===== src/assert_macros.svh =====
// Assertion macros shared by the RTL of the label filter.
// Depends on nothing; simulation builds get the checks, synthesis gets empty bodies.
`ifndef ASSERT_MACROS_SVH
`define ASSERT_MACROS_SVH

`ifndef SYNTHESIS

`define ULF_ASSERT_IMP(lbl, clk, rst, ante, cons) \
   lbl: assert property (@(posedge clk) disable iff (rst) (ante) |-> (cons)) \
      else $error("assertion failed");

`define ULF_ASSERT_NXT(lbl, clk, rst, ante, cons) \
   lbl: assert property (@(posedge clk) disable iff (rst) (ante) |=> (cons)) \
      else $error("assertion failed");

`else

`define ULF_ASSERT_IMP(lbl, clk, rst, ante, cons)
`define ULF_ASSERT_NXT(lbl, clk, rst, ante, cons)

`endif

`endif


===== src/ulf_pkg.sv =====
// Types, constants and the accent fold table of the UTF-8 label filter.
// Depends on nothing; used by the step logic and the top level.
package ulf_pkg;

   localparam logic [7:0] MAX_CHARS_RESET = 8'd24;

   localparam logic [7:0] MASK_CONT  = 8'hC0;
   localparam logic [7:0] CODE_CONT  = 8'h80;
   localparam logic [7:0] MASK_LEAD2 = 8'hE0;
   localparam logic [7:0] CODE_LEAD2 = 8'hC0;
   localparam logic [7:0] MASK_LEAD3 = 8'hF0;
   localparam logic [7:0] CODE_LEAD3 = 8'hE0;
   localparam logic [7:0] MASK_LEAD4 = 8'hF8;
   localparam logic [7:0] CODE_LEAD4 = 8'hF0;
   localparam logic [1:0] SKIP_LEAD3 = 2'd2;
   localparam logic [1:0] SKIP_LEAD4 = 2'd3;

   typedef struct packed {
      logic [4:0] pending_lead_bits;
      logic       pending_valid;
      logic [1:0] skip_left;
      logic [7:0] chars_written;
      logic       label_closed;
   } label_state_type;

   typedef struct packed {
      logic [6:0] out_char;
      logic       char_valid;
      logic       label_end;
      logic [7:0] label_length;
   } result_type;

   // Folds an accented Latin-1 code point to plain ASCII; zero means no match.
   function automatic logic [6:0] fold_lookup(input logic [10:0] code);
      logic [6:0] ch;
      ch = 7'h00;
      if (code[10:8] == 3'b000) begin
         unique case (code[7:0])
            8'hC0, 8'hC1, 8'hC2, 8'hC3, 8'hC4:        ch = 7'h41;
            8'hC7:                                    ch = 7'h43;
            8'hC8, 8'hC9, 8'hCA, 8'hCB:               ch = 7'h45;
            8'hCC, 8'hCD, 8'hCE, 8'hCF:               ch = 7'h49;
            8'hD1:                                    ch = 7'h4E;
            8'hD2, 8'hD3, 8'hD4, 8'hD5, 8'hD6:        ch = 7'h4F;
            8'hD9, 8'hDA, 8'hDB, 8'hDC:               ch = 7'h55;
            8'hE0, 8'hE1, 8'hE2, 8'hE3, 8'hE4:        ch = 7'h61;
            8'hE7:                                    ch = 7'h63;
            8'hE8, 8'hE9, 8'hEA, 8'hEB:               ch = 7'h65;
            8'hEC, 8'hED, 8'hEE, 8'hEF:               ch = 7'h69;
            8'hF1:                                    ch = 7'h6E;
            8'hF2, 8'hF3, 8'hF4, 8'hF5, 8'hF6:        ch = 7'h6F;
            8'hF9, 8'hFA, 8'hFB, 8'hFC:               ch = 7'h75;
            default:                                  ch = 7'h00;
         endcase
      end
      return ch;
   endfunction

endpackage


===== src/ulf_req_if.sv =====
// Input channel of the label filter: one raw UTF-8 byte per beat.
// Depends on nothing.
interface ulf_req_if;
   logic       valid;
   logic       ready;
   logic [7:0] in_byte;
   logic       last_byte;

   modport source (output valid, output in_byte, output last_byte, input ready);
   modport sink   (input valid, input in_byte, input last_byte, output ready);
endinterface


===== src/ulf_rsp_if.sv =====
// Result channel of the label filter: one folded ASCII character or end mark per beat.
// Depends on nothing.
interface ulf_rsp_if;
   logic       valid;
   logic       ready;
   logic [6:0] out_char;
   logic       char_valid;
   logic       label_end;
   logic [7:0] label_length;

   modport source (output valid, output out_char, output char_valid,
                   output label_end, output label_length, input ready);
   modport sink   (input valid, input out_char, input char_valid,
                   input label_end, input label_length, output ready);
endinterface


===== src/utf8_latin_fold_filter_core.sv =====
// A result beat is registered in the result register after its byte has
// passed the input register and the decode step. Throughput: one byte per
// cycle unless a waiting result beat is held by the sink, set by the single
// decode step between the input register and the result register; the result
// register releases a waiting beat while the next byte is taken. Reset
// (synchronous, active high) clears the label state and both stages and sets the character limit to 24.
`include "assert_macros.svh"

module utf8_latin_fold_filter_core (
   input  logic         clock,
   input  logic         reset,
   ulf_req_if.sink      req_bus,
   ulf_rsp_if.source    rsp_bus,
   input  logic         csr_wr_en,
   input  logic [7:0]   csr_wr_data
);
   import ulf_pkg::*;

   logic            in_valid_ff, in_valid_in;
   logic [7:0]      in_byte_ff, in_byte_in;
   logic            in_last_ff, in_last_in;
   label_state_type state_ff, state_in;
   logic [7:0]      max_chars_ff, max_chars_in;
   logic            out_valid_ff, out_valid_in;
   result_type      out_data_ff, out_data_in;

   label_state_type step_state;
   result_type      step_result;
   logic            step_emit;
   logic            in_fire;
   logic            step_fire;

   ulf_step u_step (
      .cur_state (state_ff),
      .in_byte   (in_byte_ff),
      .last_byte (in_last_ff),
      .max_chars (max_chars_ff),
      .nxt_state (step_state),
      .result    (step_result),
      .emit      (step_emit)
   );

   assign step_fire     = in_valid_ff && (!out_valid_ff || rsp_bus.ready);
   assign req_bus.ready = !in_valid_ff || step_fire;
   assign in_fire       = req_bus.valid && req_bus.ready;

   always_comb begin
      in_valid_in  = in_valid_ff;
      in_byte_in   = in_byte_ff;
      in_last_in   = in_last_ff;
      state_in     = state_ff;
      max_chars_in = max_chars_ff;
      out_valid_in = out_valid_ff;
      out_data_in  = out_data_ff;

      if (in_fire) begin
         in_valid_in = 1'b1;
         in_byte_in  = req_bus.in_byte;
         in_last_in  = req_bus.last_byte;
      end else if (step_fire) begin
         in_valid_in = 1'b0;
      end

      if (step_fire) begin
         state_in     = step_state;
         out_valid_in = step_emit;
         out_data_in  = step_result;
      end else if (rsp_bus.ready) begin
         out_valid_in = 1'b0;
      end

      if (csr_wr_en) begin
         max_chars_in = csr_wr_data;
      end
   end

   always_ff @(posedge clock) begin
      if (reset) begin
         in_valid_ff  <= 1'b0;
         state_ff     <= '0;
         max_chars_ff <= MAX_CHARS_RESET;
         out_valid_ff <= 1'b0;
      end else begin
         in_valid_ff  <= in_valid_in;
         state_ff     <= state_in;
         max_chars_ff <= max_chars_in;
         out_valid_ff <= out_valid_in;
      end
      in_byte_ff  <= in_byte_in;
      in_last_ff  <= in_last_in;
      out_data_ff <= out_data_in;
   end

   assign rsp_bus.valid        = out_valid_ff;
   assign rsp_bus.out_char     = out_data_ff.out_char;
   assign rsp_bus.char_valid   = out_data_ff.char_valid;
   assign rsp_bus.label_end    = out_data_ff.label_end;
   assign rsp_bus.label_length = out_data_ff.label_length;

   `ULF_ASSERT_IMP(a_nochar_is_end, clock, reset,
      out_valid_ff && !out_data_ff.char_valid,
      out_data_ff.label_end && (out_data_ff.out_char == 7'h00))
   `ULF_ASSERT_NXT(a_end_clears, clock, reset, step_fire && in_last_ff,
      (state_ff.chars_written == 8'd0) && !state_ff.label_closed && !state_ff.pending_valid)
   `ULF_ASSERT_IMP(a_pend_no_skip, clock, reset, state_ff.pending_valid,
      state_ff.skip_left == 2'd0)

endmodule


===== src/ulf_step.sv =====
// Decoder step of the label filter: one byte against the label state.
// Depends on ulf_pkg for the state and result types and the fold table.
module ulf_step (
   input  ulf_pkg::label_state_type cur_state,
   input  logic [7:0]               in_byte,
   input  logic                     last_byte,
   input  logic [7:0]               max_chars,
   output ulf_pkg::label_state_type nxt_state,
   output ulf_pkg::result_type      result,
   output logic                     emit
);
   import ulf_pkg::*;

   always_comb begin
      label_state_type st;
      logic            produced;
      logic [6:0]      ch;
      logic            fresh;
      logic [10:0]     code;

      st       = cur_state;
      produced = 1'b0;
      ch       = 7'h00;
      fresh    = 1'b1;
      code     = {cur_state.pending_lead_bits, in_byte[5:0]};

      priority if (cur_state.label_closed || (cur_state.chars_written >= max_chars)) begin
         st.pending_valid     = 1'b0;
         st.pending_lead_bits = 5'd0;
         st.skip_left         = 2'd0;
      end else if (in_byte == 8'h00) begin
         st.label_closed      = 1'b1;
         st.pending_valid     = 1'b0;
         st.pending_lead_bits = 5'd0;
         st.skip_left         = 2'd0;
      end else if (cur_state.skip_left != 2'd0) begin
         st.skip_left = cur_state.skip_left - 2'd1;
      end else begin
         if (cur_state.pending_valid) begin
            st.pending_valid = 1'b0;
            if ((in_byte & MASK_CONT) == CODE_CONT) begin
               ch       = fold_lookup(code);
               produced = (ch != 7'h00);
               fresh    = 1'b0;
            end
            st.pending_lead_bits = 5'd0;
         end
         if (fresh) begin
            priority if (!in_byte[7]) begin
               ch       = in_byte[6:0];
               produced = 1'b1;
            end else if ((in_byte & MASK_LEAD2) == CODE_LEAD2) begin
               st.pending_valid     = 1'b1;
               st.pending_lead_bits = in_byte[4:0];
            end else if ((in_byte & MASK_LEAD3) == CODE_LEAD3) begin
               st.skip_left = SKIP_LEAD3;
            end else if ((in_byte & MASK_LEAD4) == CODE_LEAD4) begin
               st.skip_left = SKIP_LEAD4;
            end else begin
               st.skip_left = 2'd0;
            end
         end
      end

      if (produced) begin
         st.chars_written = cur_state.chars_written + 8'd1;
      end

      result.out_char     = produced ? ch : 7'h00;
      result.char_valid   = produced;
      result.label_end    = last_byte;
      result.label_length = st.chars_written;
      emit                = produced || last_byte;

      if (last_byte) begin
         nxt_state = '0;
      end else begin
         nxt_state = st;
      end
   end

endmodule

===== src/flat_wrapper.sv =====
// flat-port wrapper written by rule: the top's interface ports become plain ports
module utf8_latin_fold_filter_core_flat import ulf_pkg::*;
  (clock, reset, csr_wr_en, csr_wr_data, req_bus_valid, req_bus_in_byte, req_bus_last_byte, req_bus_ready, rsp_bus_valid, rsp_bus_out_char, rsp_bus_char_valid, rsp_bus_label_end, rsp_bus_label_length, rsp_bus_ready);
  ulf_req_if req_bus_i ();
  ulf_rsp_if rsp_bus_i ();
  input  logic clock;
  input  logic reset;
  input  logic csr_wr_en;
  input  logic [7:0] csr_wr_data;
  input wire logic [$bits(req_bus_i.valid)-1:0] req_bus_valid;
  input wire logic [$bits(req_bus_i.in_byte)-1:0] req_bus_in_byte;
  input wire logic [$bits(req_bus_i.last_byte)-1:0] req_bus_last_byte;
  output wire logic [$bits(req_bus_i.ready)-1:0] req_bus_ready;
  output wire logic [$bits(rsp_bus_i.valid)-1:0] rsp_bus_valid;
  output wire logic [$bits(rsp_bus_i.out_char)-1:0] rsp_bus_out_char;
  output wire logic [$bits(rsp_bus_i.char_valid)-1:0] rsp_bus_char_valid;
  output wire logic [$bits(rsp_bus_i.label_end)-1:0] rsp_bus_label_end;
  output wire logic [$bits(rsp_bus_i.label_length)-1:0] rsp_bus_label_length;
  input wire logic [$bits(rsp_bus_i.ready)-1:0] rsp_bus_ready;
  assign req_bus_i.valid = req_bus_valid;
  assign req_bus_i.in_byte = req_bus_in_byte;
  assign req_bus_i.last_byte = req_bus_last_byte;
  assign req_bus_ready = req_bus_i.ready;
  assign rsp_bus_valid = rsp_bus_i.valid;
  assign rsp_bus_out_char = rsp_bus_i.out_char;
  assign rsp_bus_char_valid = rsp_bus_i.char_valid;
  assign rsp_bus_label_end = rsp_bus_i.label_end;
  assign rsp_bus_label_length = rsp_bus_i.label_length;
  assign rsp_bus_i.ready = rsp_bus_ready;
  utf8_latin_fold_filter_core u_core (.clock(clock), .reset(reset), .req_bus(req_bus_i), .rsp_bus(rsp_bus_i), .csr_wr_en(csr_wr_en), .csr_wr_data(csr_wr_data));
endmodule

===== config.mk =====
export PLATFORM = sky130hd
export DESIGN_NAME = utf8_latin_fold_filter_core_flat
export DESIGN_NICKNAME = d
export VERILOG_FILES = /design/src/ulf_pkg.sv /design/src/ulf_req_if.sv /design/src/ulf_rsp_if.sv /design/src/utf8_latin_fold_filter_core.sv /design/src/ulf_step.sv /design/src/flat_wrapper.sv
export VERILOG_INCLUDE_DIRS = /design/src /design/src/src
export SDC_FILE = /design/constraint.sdc
export NUM_CORES = 1
export LEC_CHECK = 0
export ABC_AREA = 1
export BUFFER_PORTS_ARGS = -buffer_cell sky130_fd_sc_hd__buf_2
export CAP_MARGIN = 20
export CORE_MARGIN = 2
export CORE_UTILIZATION = 64
export CTS_BUF_LIST = sky130_fd_sc_hd__clkbuf_4 sky130_fd_sc_hd__clkbuf_8
export CTS_CLUSTER_SIZE = 25
export DETAILED_ROUTE_END_ITERATION = 8
export HOLD_SLACK_MARGIN = 0.08
export PLACE_DENSITY = 0.85
export SYNTH_ARGS = -nofsm -noshare
export SYNTH_HDL_FRONTEND = slang
export SYNTH_SLANG_ARGS = --single-unit

===== constraint.sdc =====
create_clock -name clock -period 3.9 [get_ports clock]
set_input_delay 0 -clock clock [delete_from_list [all_inputs] [get_ports clock]]
set_output_delay 0 -clock clock [all_outputs]
set_load 0.01 [all_outputs]

## Word level (Yosys, flattened, before mapping)

Index checks and enable logic that the tools add are counted.

- Bits in registers: 53
- Input port bits: 22

- Add/sub/neg operators: 2
- Order comparisons: 1
- Eq/ne operators: 55
- Muxes and demuxes: 42
- Bitwise operators: 1
- Reductions and logical operators: 31

Operators with widths:

| kind | count |
|---|---|
| == test 8 bit, second input constant | 48 |
| one-hot mux 7 bit (14 select lines) | 1 |
| two-way mux 7 bit | 10 |
| two-way mux 8 bit | 5 |
| OR reduction 4 bit | 7 |
| OR reduction 5 bit | 4 |
| two-way mux 1 bit | 18 |
| two-way mux 6 bit | 3 |
| two-way mux 17 bit | 1 |
| nonzero test 5 bit | 2 |
| adder 8 x 1 -> 8 bit, second input constant | 1 |
| >= comparator 8 bit | 1 |
| logical NOT 8 bit | 1 |
| two-way mux 2 bit | 4 |
| nonzero test 2 bit | 4 |
| nonzero test 7 bit | 1 |
| == test 5 bit, second input constant | 1 |
| != test 5 x 4 -> 1 bit, second input constant | 1 |
| == test 4 bit, second input constant | 1 |
| logical OR 1 bit | 4 |
| != test 4 x 3 -> 1 bit, second input constant | 1 |
| AND reduction 4 bit | 1 |
| == test 3 bit, second input constant | 1 |
| logical NOT 3 bit | 1 |
| 8 further kinds | 10 |

## Longest topological paths before layout

Gate-level depths: netlist of the first run.

- Depth after elaboration: 19
- Depth in mapped cells: 16
- Depth with buffers taken out: 15

## By module

A second synthesis of the first run with hierarchy kept.

- Cells, all modules: 419
- Area total of the unflattened synthesis: 3230.6 µm²

Modules (own cells, without submodules):

| module | instances | cells each | area each (µm²) |
|---|---|---|---|
| utf8_latin_fold_filter_core | 1 | 184 | 1956.9 |
| ulf_step | 1 | 235 | 1273.7 |

## Least setup slack after synthesis of the first run

Ideal clock, no wire load.

- Path type: register to register
- Start point: register u_core.out_valid_ff (netlist: u_core.rsp_bus.valid)
- End point: register u_core.state_ff[1] (netlist name)
- Arrival time: 2.473 ns
- Slack: 1.359 ns
- Stages on the path, launching flop included: 8
- Cell sequence: dfxtp_1 > nand2_1 > inv_1 > nor2_1 > clkinv_1 > nor2_1 > nand3_2 > a21oi_2

- Longest elaborated chain between the ends: 3

Ends and longest elaborated chain:

| element | line | source |
|---|---|---|
| start: declaration | utf8_latin_fold_filter_core.sv:24 | `logic out_valid_ff, out_valid_in;` |
| start signal: assignment | utf8_latin_fold_filter_core.sv:87 | `out_valid_ff <= out_valid_in;` |
| logical NOT 1 bit | utf8_latin_fold_filter_core.sv:43 | `assign step_fire = in_valid_ff && (!out_valid_ff \|\| rsp_bus.ready);` |
| logical OR 1 bit | utf8_latin_fold_filter_core.sv:43 |  |
| logical AND 1 bit | utf8_latin_fold_filter_core.sv:43 |  |
| named net u_core.step_fire | utf8_latin_fold_filter_core.sv:31 | `logic step_fire;` |
| end signal: assignment | utf8_latin_fold_filter_core.sv:85 | `state_ff <= state_in;` |
| end: declaration | utf8_latin_fold_filter_core.sv:22 | `label_state_type state_ff, state_in;` |

The timed path passes the listed nets, and every way through them passes these cells.
A chain may end at the register's enable or synchronous reset.

## Worst setup path after layout of the first run

- Start point: register u_core.state_ff[4] (netlist name)
- End point: register u_core.state_ff[15] (netlist name)

- Longest elaborated chain between the ends: 4

Ends and longest elaborated chain:

| element | line | source |
|---|---|---|
| >= comparator 8 bit * | ulf_step.sv:27 | `priority if (cur_state.label_closed \|\| (cur_state.chars_written >= max_chars)) begin` |
| logical OR 1 bit * | ulf_step.sv:27 |  |
| != test 4 x 3 -> 1 bit (no source line) / two-way mux 8 bit (equally long branches) | - |  |
| AND reduction 2 bit (no source line) / two-way mux 17 bit (equally long branches) | - |  |

Every way passes the cells marked *; elsewhere a longest branch is shown, timed or not.

==> out/results.md, run 1 <==
| Step | Quantity | Value |
|:---|:---|:---|
| floorplan | I/O pin cnt | 41 |
| clock network | Post CTS Setup Buffer Count | 0 |
| detailed routing | Drt via density | 5.62 |
| clock network | # H-tree levels | 2 |
| worst setup path | Nature of the critical path endpoint | register |
| timing | Hold Fails Final Rpt | 0 |
| synthesis | Area contributors post-synth | edfxtp_1, dfxtp_1, nand2_1, inv_1, a21oi_1 |
| detailed routing | Initial DRC count | 365 |
| clock network | Number of clock sinks | 53 |
| worst setup path | Worst r2r path cells | 10 |
| worst setup path | Number of buffer and inverter instances along the worst setup path | 1 |
| detailed routing | Iteration count of the initial detailed-routing pass | 6 |
| detailed routing | Total Routed Length | 6700 um |
| worst setup path | Critical register-to-register path endpoint | u_core.state_ff[15]$_SDFFE_PP0P_ |
| worst setup path | Crit path max fanout | 12 |
| worst setup path | Required arrival time at the worst endpoint | 4140 ps |
| hold path | Worst Hold Path EP | u_core.max_chars_ff[2]$_SDFFE_PP0P_ |
| worst setup path | Setup Crit Path Kind | reg -> reg |
| power | Worst vdd rail ir drop | 0.303 mV |
| grt | Number of global-route vias before repair | 2,493 |
| clock network | Number of gates resized after cts | 0 |
| placed design | Port bufs | 40 |
| floorplan | Y dimension of the die | 70.1 um |
| worst setup path | Highest-delay cell along the critical path | o21ai_1 |
| timing | Worst slack on hold paths | 164 ps |
| floorplan | Core outline area | 0.00429 mm2 |
| clock network | CTS tree | built |
| timing | Final-report max-slew violation count | 0 |
| grt | Number of antenna violations at the first check in global routing | 0 |
| synthesis | Top cell type's share of synthesized area | 0.279 |
| timing | Final total negative setup slack | 0 ps |
| synthesis | Cell Area, Synth | 0.00280 mm2 |
| detailed routing | Average wire per standard cell | 14.3 um |
| detailed routing | DR DRC count | 0 |
| clock network | Max Buffers Root-to-Sink | 2 |
| grt | Wire length of the first global-routing pass | 11,400 um |
| synthesis | Number of synthesized register bits | 53 |
| floorplan | Die width | 70.1 um |
| detailed routing | Final antenna-violating net count | 0 |
| worst setup path | Critical path cell sequence | ha_1, a21oi_1, o21ai_0, nand2_1, nand4_1, nor2_2, inv_1, o21ai_1, o21ai_0, a21oi_1 |
| synthesis | Total nets after synthesis | 382 |
| floorplan | Standard-cell row count | 24 |
| grt | Pin count of the biggest net entering global routing | 23 |
| timing | Clock period minus final worst setup slack | 2880 ps |
| clock network | Cts bufs inserted | 5 |
| timing | Worst slew pin tran | 867 ps |
| outcome | Run status | finished, final reports clean |
| power | Power, Total | 0.00116 W |
| grt | Total global routing track utilization | 0.292 |
| synthesis | Number of synthesis warnings | 0 |
| synthesis | Count of unique library cells instantiated by Yosys | 36 |
| floorplan | Starting density of the core | 0.652 |
| final layout | Share of final-layout standard cells stronger than drive strength 1 | 0.156 |
| floorplan | Total die area | 0.00492 mm2 |
| worst setup path | CP startpoint kind | register |
| placed design | DP Wirelength | 4400 um |
| synthesis | Mean instance size in the synthesized netlist | 7.97 um2 |
| synthesis | Cell type with the largest total area after synthesis | edfxtp_1 |
| final layout | Ant diodes | 0 |
| power | Power per cell area | 342 mW/mm2 |
| run | Number of max-cap violations | 0 |
| worst setup path | Max stage delay on crit path | 600 ps |
| hold path | Cell depth of the worst min-delay path | 3 |
| worst setup path | Number of logic stages on the critical path including buffering | 10 |
| timing | Maximum clock rate | 0.347 GHz |
| worst setup path | Category of cells accounting for the largest share of critical-path delay | compound AO/OA/AOI/OAI gates |
| timing | Unrepaired setup endpoints after global routing | no |
| clock network | Clock insertion delay at the later pin of the skew report | 310 ps |
| power | Static leakage | 1.56 nW |
| grt | Residual overflow from global routing | 0 |
| final layout | Leading cell type in the layout, fill and taps excluded | nand2_1 |
| synthesis | Syn Inst Count | 351 |
| placed design | Final weighted congestion of routability-driven global placement | 0.952 |
| final layout | Layout Area Growth over Synthesis | 21.1% |
| worst setup path | Critical path data arrival time | 3120 ps |
| hold path | Hold Startpoint | csr_wr_en |
| final layout | Leading cell types in the layout, fill and taps excluded | nand2_1, inv_1, buf_2, a21oi_1, nor2_1 |
| timing | Setup violation total in the final timing report | 0 |
| final layout | Core utilization of the finished layout | 0.790 |
| hold path | Worst min path class | in -> reg |
| timing | Worst clock skew | 7.06 ps |
| worst setup path | Internal reg-to-reg setup slack | 1020 ps |
| timing | Headroom to the max-slew limit | 0.420 |
| timing | Final critical-path share of the clock period | 0.738 |
| final layout | Count of fill cells added during filler insertion | 306 |
| synthesis | Sequential area share after synthesis | 0.472 |
| worst setup path | RR Startpoint | u_core.state_ff[4]$_SDFFE_PP0P_ |
| final layout | Final net count | 446 |
| detailed routing | Vias after detailed routing | 2,632 |
| clock network | Root Buffer | clkbuf_8 |
| clock network | CTS clk-pin slew, worst paths | 90 ps |
==> worst max-delay path by stage <==
stage                                      start                               end  slack, ps
6_report         u_core.state_ff[4]$_SDFFE_PP0P_  u_core.state_ff[15]$_SDFFE_PP0P_       1020
3_5_place_dp     u_core.state_ff[7]$_SDFFE_PP0P_  u_core.state_ff[15]$_SDFFE_PP0P_       1100
4_1_cts          u_core.state_ff[4]$_SDFFE_PP0P_  u_core.state_ff[15]$_SDFFE_PP0P_       1050
3_3_place_gp     u_core.state_ff[4]$_SDFFE_PP0P_  u_core.state_ff[11]$_SDFFE_PP0P_       1360
2_1_floorplan  u_core.rsp_bus.valid$_SDFFE_PP0P_   u_core.state_ff[1]$_SDFFE_PP0P_       1360
5_1_grt          u_core.state_ff[4]$_SDFFE_PP0P_  u_core.state_ff[14]$_SDFFE_PP0P_        740
==> where the power goes <==
group          internal, W  total, W  switching, W
clock network     0.000198  0.000376      0.000178
logic            0.0000610  0.000151     0.0000901
registers         0.000613  0.000633     0.0000204
total             0.000871   0.00116      0.000289
==> per-stage QoR <==
step           instances  instance area [um2]  worst slack [ps]
6_report             468                 3390              1020
4_1_cts              468                 3390              1050
3_3_place_gp         434                 3020              1360
5_1_grt              468                 3390               737
3_5_place_dp         434                 3020              1100
2_1_floorplan        351                 2800              1360
==> logic make-up after synthesis <==
logic type | after synthesis | synth area share
compound gates | 75 | 0.142
xor+xnor | 6 | 0.0188
fa+ha+maj | 9 | 0.0402
buf+inv | 61 | 0.0872
flops | 53 | 0.472
simple gates | 147 | 0.240
==> sequential cells by signal, summed over array words and instances (netlist names) <==
register / count
u_core.rsp_bus.label_end: 1
u_core.in_last_ff: 1
u_core.rsp_bus.valid: 1
u_core.state_ff: 17
u_core.in_byte_ff: 8
u_core.rsp_bus.out_char: 7
u_core.in_valid_ff: 1
u_core.rsp_bus.label_length: 8
u_core.rsp_bus.char_valid: 1
u_core.max_chars_ff: 8
==> cells in the mapped netlist <==
cell and n:
inv_1 47, o21a_1 1, nor3_1 4, edfxtp_1 26
dfxtp_1 27, nand3_2 2, a21oi_1 35, nand3_1 17
o21ai_0 30, clkbuf_1 5, buf_2 3, nand3_4 1
a21oi_2 1, nand4_1 11, nor2_1 34, nor2_2 4
a211oi_1 1, nor4_1 1, buf_4 1, o2111ai_1 1
nand2_1 66, nand2_2 3, nor3_2 1, ha_1 9
nand2_4 1, o31ai_1 1, o21ai_1 1, o22ai_1 2
clkinv_1 1, and2_1 2, xor2_1 5, inv_2 3
buf_6 1, a221oi_1 1, xnor2_1 1, a31oi_1 1
==> final cells by class <==
| cell class | instances | area [um2] | area share |
|---|---|---|---|
| Sequential cell | 53 | 1320 | 0.390 |
| Inverter | 51 | 191 | 0.0565 |
| Clock inverter | 2 | 35.0 | 0.0103 |
| Multi-Input combinational cell | 237 | 1230 | 0.364 |
| Clock buffer | 6 | 76.3 | 0.0225 |
| Tap cell | 52 | 65.1 | 0.0192 |
| Timing Repair Buffer | 67 | 468 | 0.138 |
==> per-layer routing <==
layer | global-route usage | vias up | share of wire
li1 | - | 1295 | -
met1 | 0.379 | 1179 | 0.41
met2 | 0.504 | 146 | 0.49
met3 | 0.0577 | 12 | 0.083
met4 | 0.0726 | 0 | 0.013
met5 | 0 | - | 0
==> worst reg2reg max path: stages (launching register included) <==
cell and delay [ps]:
dfxtp_1 470, ha_1 290, a21oi_1 110, o21ai_0 90
nand2_1 60, nand4_1 140, nor2_2 510, inv_1 170
o21ai_1 600, o21ai_0 190, a21oi_1 170
==> repair_timing <==
item	4_1_cts	5_1_grt
hold endpoints to repair	28	0
endpoints found under the setup margin	0	0
hold buffers	26	0
Note: power is estimated with default switching activity, not from simulation.
==> run 2, diff against run 1 <==
Settings changed: CORE_UTILIZATION 64 to 53, PLACE_DENSITY 0.85 to 0.75.
Clock period 3.9 ns to 2.32 ns, I/O delays scaled along.
==> run 2 against run 1 <==
Compared with the run above: worst setup slack got worse by 920 ps; die area rose by 20%; global-route usage fell by 7.0 points; count of clock-buffer cells in the layout is the same; combinational power up 83%; hold slack got worse by 3.4 ps; total power rose by 69%; flip-flop and latch count did not move; register-to-register slack lost 920 ps.
==> out/results.md, run 2 (same netlist as run 1, synthesis figures left out) <==
| Step | Quantity | Value | Change |
|:---|:---|:---|:---|
| final layout | Final design area excluding fillers | 0.00357 mm2 | +5.2% |
| final layout | Filler-free cell count of the finished design | 504 | +7.7% |
| clock network | Clock insertion delay at the later pin of the skew report | 300 ps | about the same |
| final layout | Leading cell types in the layout, fill and taps excluded | nand2_1, inv_1, buf_2, a21oi_1, nor2_1 |  |
| hold path | Worst Hold Path EP | u_core.max_chars_ff[2]$_SDFFE_PP0P_ |  |
| worst setup path | CP startpoint kind | register |  |
| detailed routing | Vias after detailed routing | 2,607 | -0.95% |
| timing | Headroom to the max-slew limit | 0.583 | +0.164 |
| hold path | Cell depth of the worst min-delay path | 3 | unchanged |
| timing | Worst slack on hold paths | 161 ps | -3.43 ps |
| worst setup path | Critical register-to-register path endpoint | u_core.rsp_bus.label_length[1]$_DFFE_PP_ |  |
| clock network | # H-tree levels | 2 | unchanged |
| timing | Maximum clock rate | 0.452 GHz | +30% |
| final layout | Final net count | 464 | +4.0% |
| worst setup path | Setup Crit Path Kind | reg -> reg |  |
| worst setup path | Crit path max fanout | 8 | -4 |
| placed design | Final weighted congestion of routability-driven global placement | 0.923 | -3.1% |
| grt | Number of antenna violations at the first check in global routing | 0 | unchanged |
| clock network | Root Buffer | clkbuf_8 |  |
| worst setup path | Critical path data arrival time | 2290 ps | -830 ps |
| detailed routing | Iteration count of the initial detailed-routing pass | 4 | -2 |
| final layout | Count of fill cells added during filler insertion | 430 | +41% |
| placed design | Cell area after placement | 0.00311 mm2 | +3.1% |
| clock network | Number of clock sinks | 53 | unchanged |
| grt | Residual overflow from global routing | 0 | unchanged |
| detailed routing | Initial DRC count | 218 | -40% |
| floorplan | Standard-cell row count | 26 | +8.3% |
| power | Static leakage | 1.65 nW | +6.0% |
| clock network | Cts bufs inserted | 5 | unchanged |
| run | Number of max-cap violations | 0 | unchanged |
| timing | Worst clock skew | 7.87 ps | +0.807 ps |
| floorplan | I/O pin cnt | 41 | unchanged |
| power | Power per cell area | 549 mW/mm2 | +60% |
| grt | Pin count of the biggest net entering global routing | 22 | -4.3% |
| clock network | CTS clk-pin slew, worst paths | 90 ps | about the same |
| outcome | Run status | finished, final reports clean |  |
| grt | Number of global-route vias before repair | 2,322 | -6.9% |
| placed design | Port bufs | 40 | unchanged |
| floorplan | Y dimension of the die | 76.7 um | +9.3% |
| detailed routing | DR DRC count | 0 | unchanged |
| timing | Worst slew pin tran | 622 ps | -244 ps |
| final layout | Register containing the most flip-flops in the final layout | u_core.state_ff |  |
| timing | Clock period minus final worst setup slack | 2210 ps | -664 ps |
| final layout | Largest register FFs | 17 | unchanged |
| hold path | Hold Startpoint | csr_wr_en |  |
| floorplan | Starting density of the core | 0.548 | -0.104 |
| placed design | Placed insts | 461 | +6.2% |
| floorplan | Core outline area | 0.00511 mm2 | +19% |
| final layout | Layout Area Growth over Synthesis | 27.4% |  |
| timing | Setup violation total in the final timing report | 0 | unchanged |
| final layout | Ant diodes | 0 | unchanged |
| timing | Hold Fails Final Rpt | 0 | unchanged |
| detailed routing | Final antenna-violating net count | 0 | unchanged |
| worst setup path | RR Startpoint | u_core.max_chars_ff[7]$_SDFFE_PP0P_ |  |
| timing | Final critical-path share of the clock period | 0.954 | +0.216 |
| final layout | Leading cell type in the layout, fill and taps excluded | nand2_1 |  |
| floorplan | Die width | 76.7 um | +9.3% |
| worst setup path | Required arrival time at the worst endpoint | 2390 ps | -1750 ps |
| detailed routing | Drt via density | 5.17 | -8.0% |
| timing | Final-report max-slew violation count | 0 | unchanged |
| grt | Wire length of the first global-routing pass | 10,600 um | -7.4% |
| clock network | CTS tree | built |  |
| worst setup path | Nature of the critical path endpoint | register |  |
| power | Worst vdd rail ir drop | 0.399 mV | +32% |
| hold path | Worst min path class | in -> reg |  |
| grt | Total global routing track utilization | 0.223 | -0.0695 |
| detailed routing | Average wire per standard cell | 12.9 um | -9.8% |
| clock network | Max Buffers Root-to-Sink | 2 | unchanged |
| detailed routing | Total Routed Length | 6510 um | -2.9% |
| worst setup path | Internal reg-to-reg setup slack | 110 ps | -920 ps |
| floorplan | Total die area | 0.00588 mm2 | +20% |
| worst setup path | Worst r2r path cells | 10 | unchanged |
| placed design | DP Wirelength | 4410 um | +0.27% |
| final layout | Share of final-layout standard cells stronger than drive strength 1 | 0.198 | +0.0419 |
-- run 2: cell count changes in the layout (fill, tap and decap cells not counted), sizes merged --
cell / previous run / this run
nand3: 20 / 21
clkdlybuf4s15: 0 / 1
buf: 41 / 57
-- run 2: critical path: stages, from the launching register on --
cell and delay (ps):
dfxtp_1 330, inv_1 70, ha_1 310, a21oi_1 150, o21a_1 150, nand4_1 190
nor2_4 160, buf_4 170, buf_4 170, nand4_1 120, and2_1 170
-- run 2: worst max-delay path by stage --
stage                                        startpoint                                       end  slack (ps)  cells after the start
CTS                     u_core.state_ff[8]$_SDFFE_PP0P_           u_core.state_ff[9]$_SDFFE_PP0P_          60                     10
detailed placement      u_core.state_ff[2]$_SDFFE_PP0P_           u_core.state_ff[9]$_SDFFE_PP0P_          70                     11
floorplan             u_core.rsp_bus.valid$_SDFFE_PP0P_           u_core.state_ff[1]$_SDFFE_PP0P_         220                      7
global placement        u_core.state_ff[8]$_SDFFE_PP0P_           u_core.state_ff[9]$_SDFFE_PP0P_         110                     10
global route        u_core.max_chars_ff[1]$_SDFFE_PP0P_  u_core.rsp_bus.label_length[1]$_DFFE_PP_         -10                     11
finish              u_core.max_chars_ff[7]$_SDFFE_PP0P_  u_core.rsp_bus.label_length[1]$_DFFE_PP_         110                     10
-- run 2: repair_timing --
action | in CTS | in global routing
setup buffers | 0 | 7
endpoints found under the setup margin | 0 | 22
endpoints found under the hold margin | 26 | 0
hold buffers | 26 | 0
resized for setup | 0 | 5
-- run 2: routing by layer --
layer / GRT usage / wire length, um
met3: 0.0353 / 350
met5: 0 / 0
met2: 0.367 / 3100
met1: 0.309 / 2990
met4: 0.0545 / 66
-- run 2: per-stage QoR --
stage / setup TNS, ps / util / setup WS [ps] / total power (W)
5_1_grt: -29.3 / 0.698 / -14.0 / 0.00204
4_1_cts: 0 / 0.682 / 61.0 / 0.00195
3_5_place_dp: 0 / 0.609 / 66.6 / 0.00130
2_1_floorplan: 0 / - / 223 / 0.00123
3_3_place_gp: 0 / 0.609 / 115 / 0.00129
6_report: 0 / 0.698 / 106 / 0.00196
-- run 2: cell type report --
| class | count | area, um2 | area share |
|---|---|---|---|
| inverter | 51 | 191 | 0.0537 |
| clock inverter | 2 | 33.8 | 0.00947 |
| multi-input combinational | 238 | 1260 | 0.352 |
| tap | 70 | 87.6 | 0.0246 |
| clock buffer | 6 | 76.3 | 0.0214 |
| timing repair buffer | 84 | 599 | 0.168 |
| sequential | 53 | 1320 | 0.371 |
-- run 2: power by group --
group	internal, W	switching [W]	leakage (nW)
registers	0.00103	0.0000310	0.476
clock network	0.000331	0.000290	0.0563
logic	0.000121	0.000156	1.12
total	0.00148	0.000477	1.65
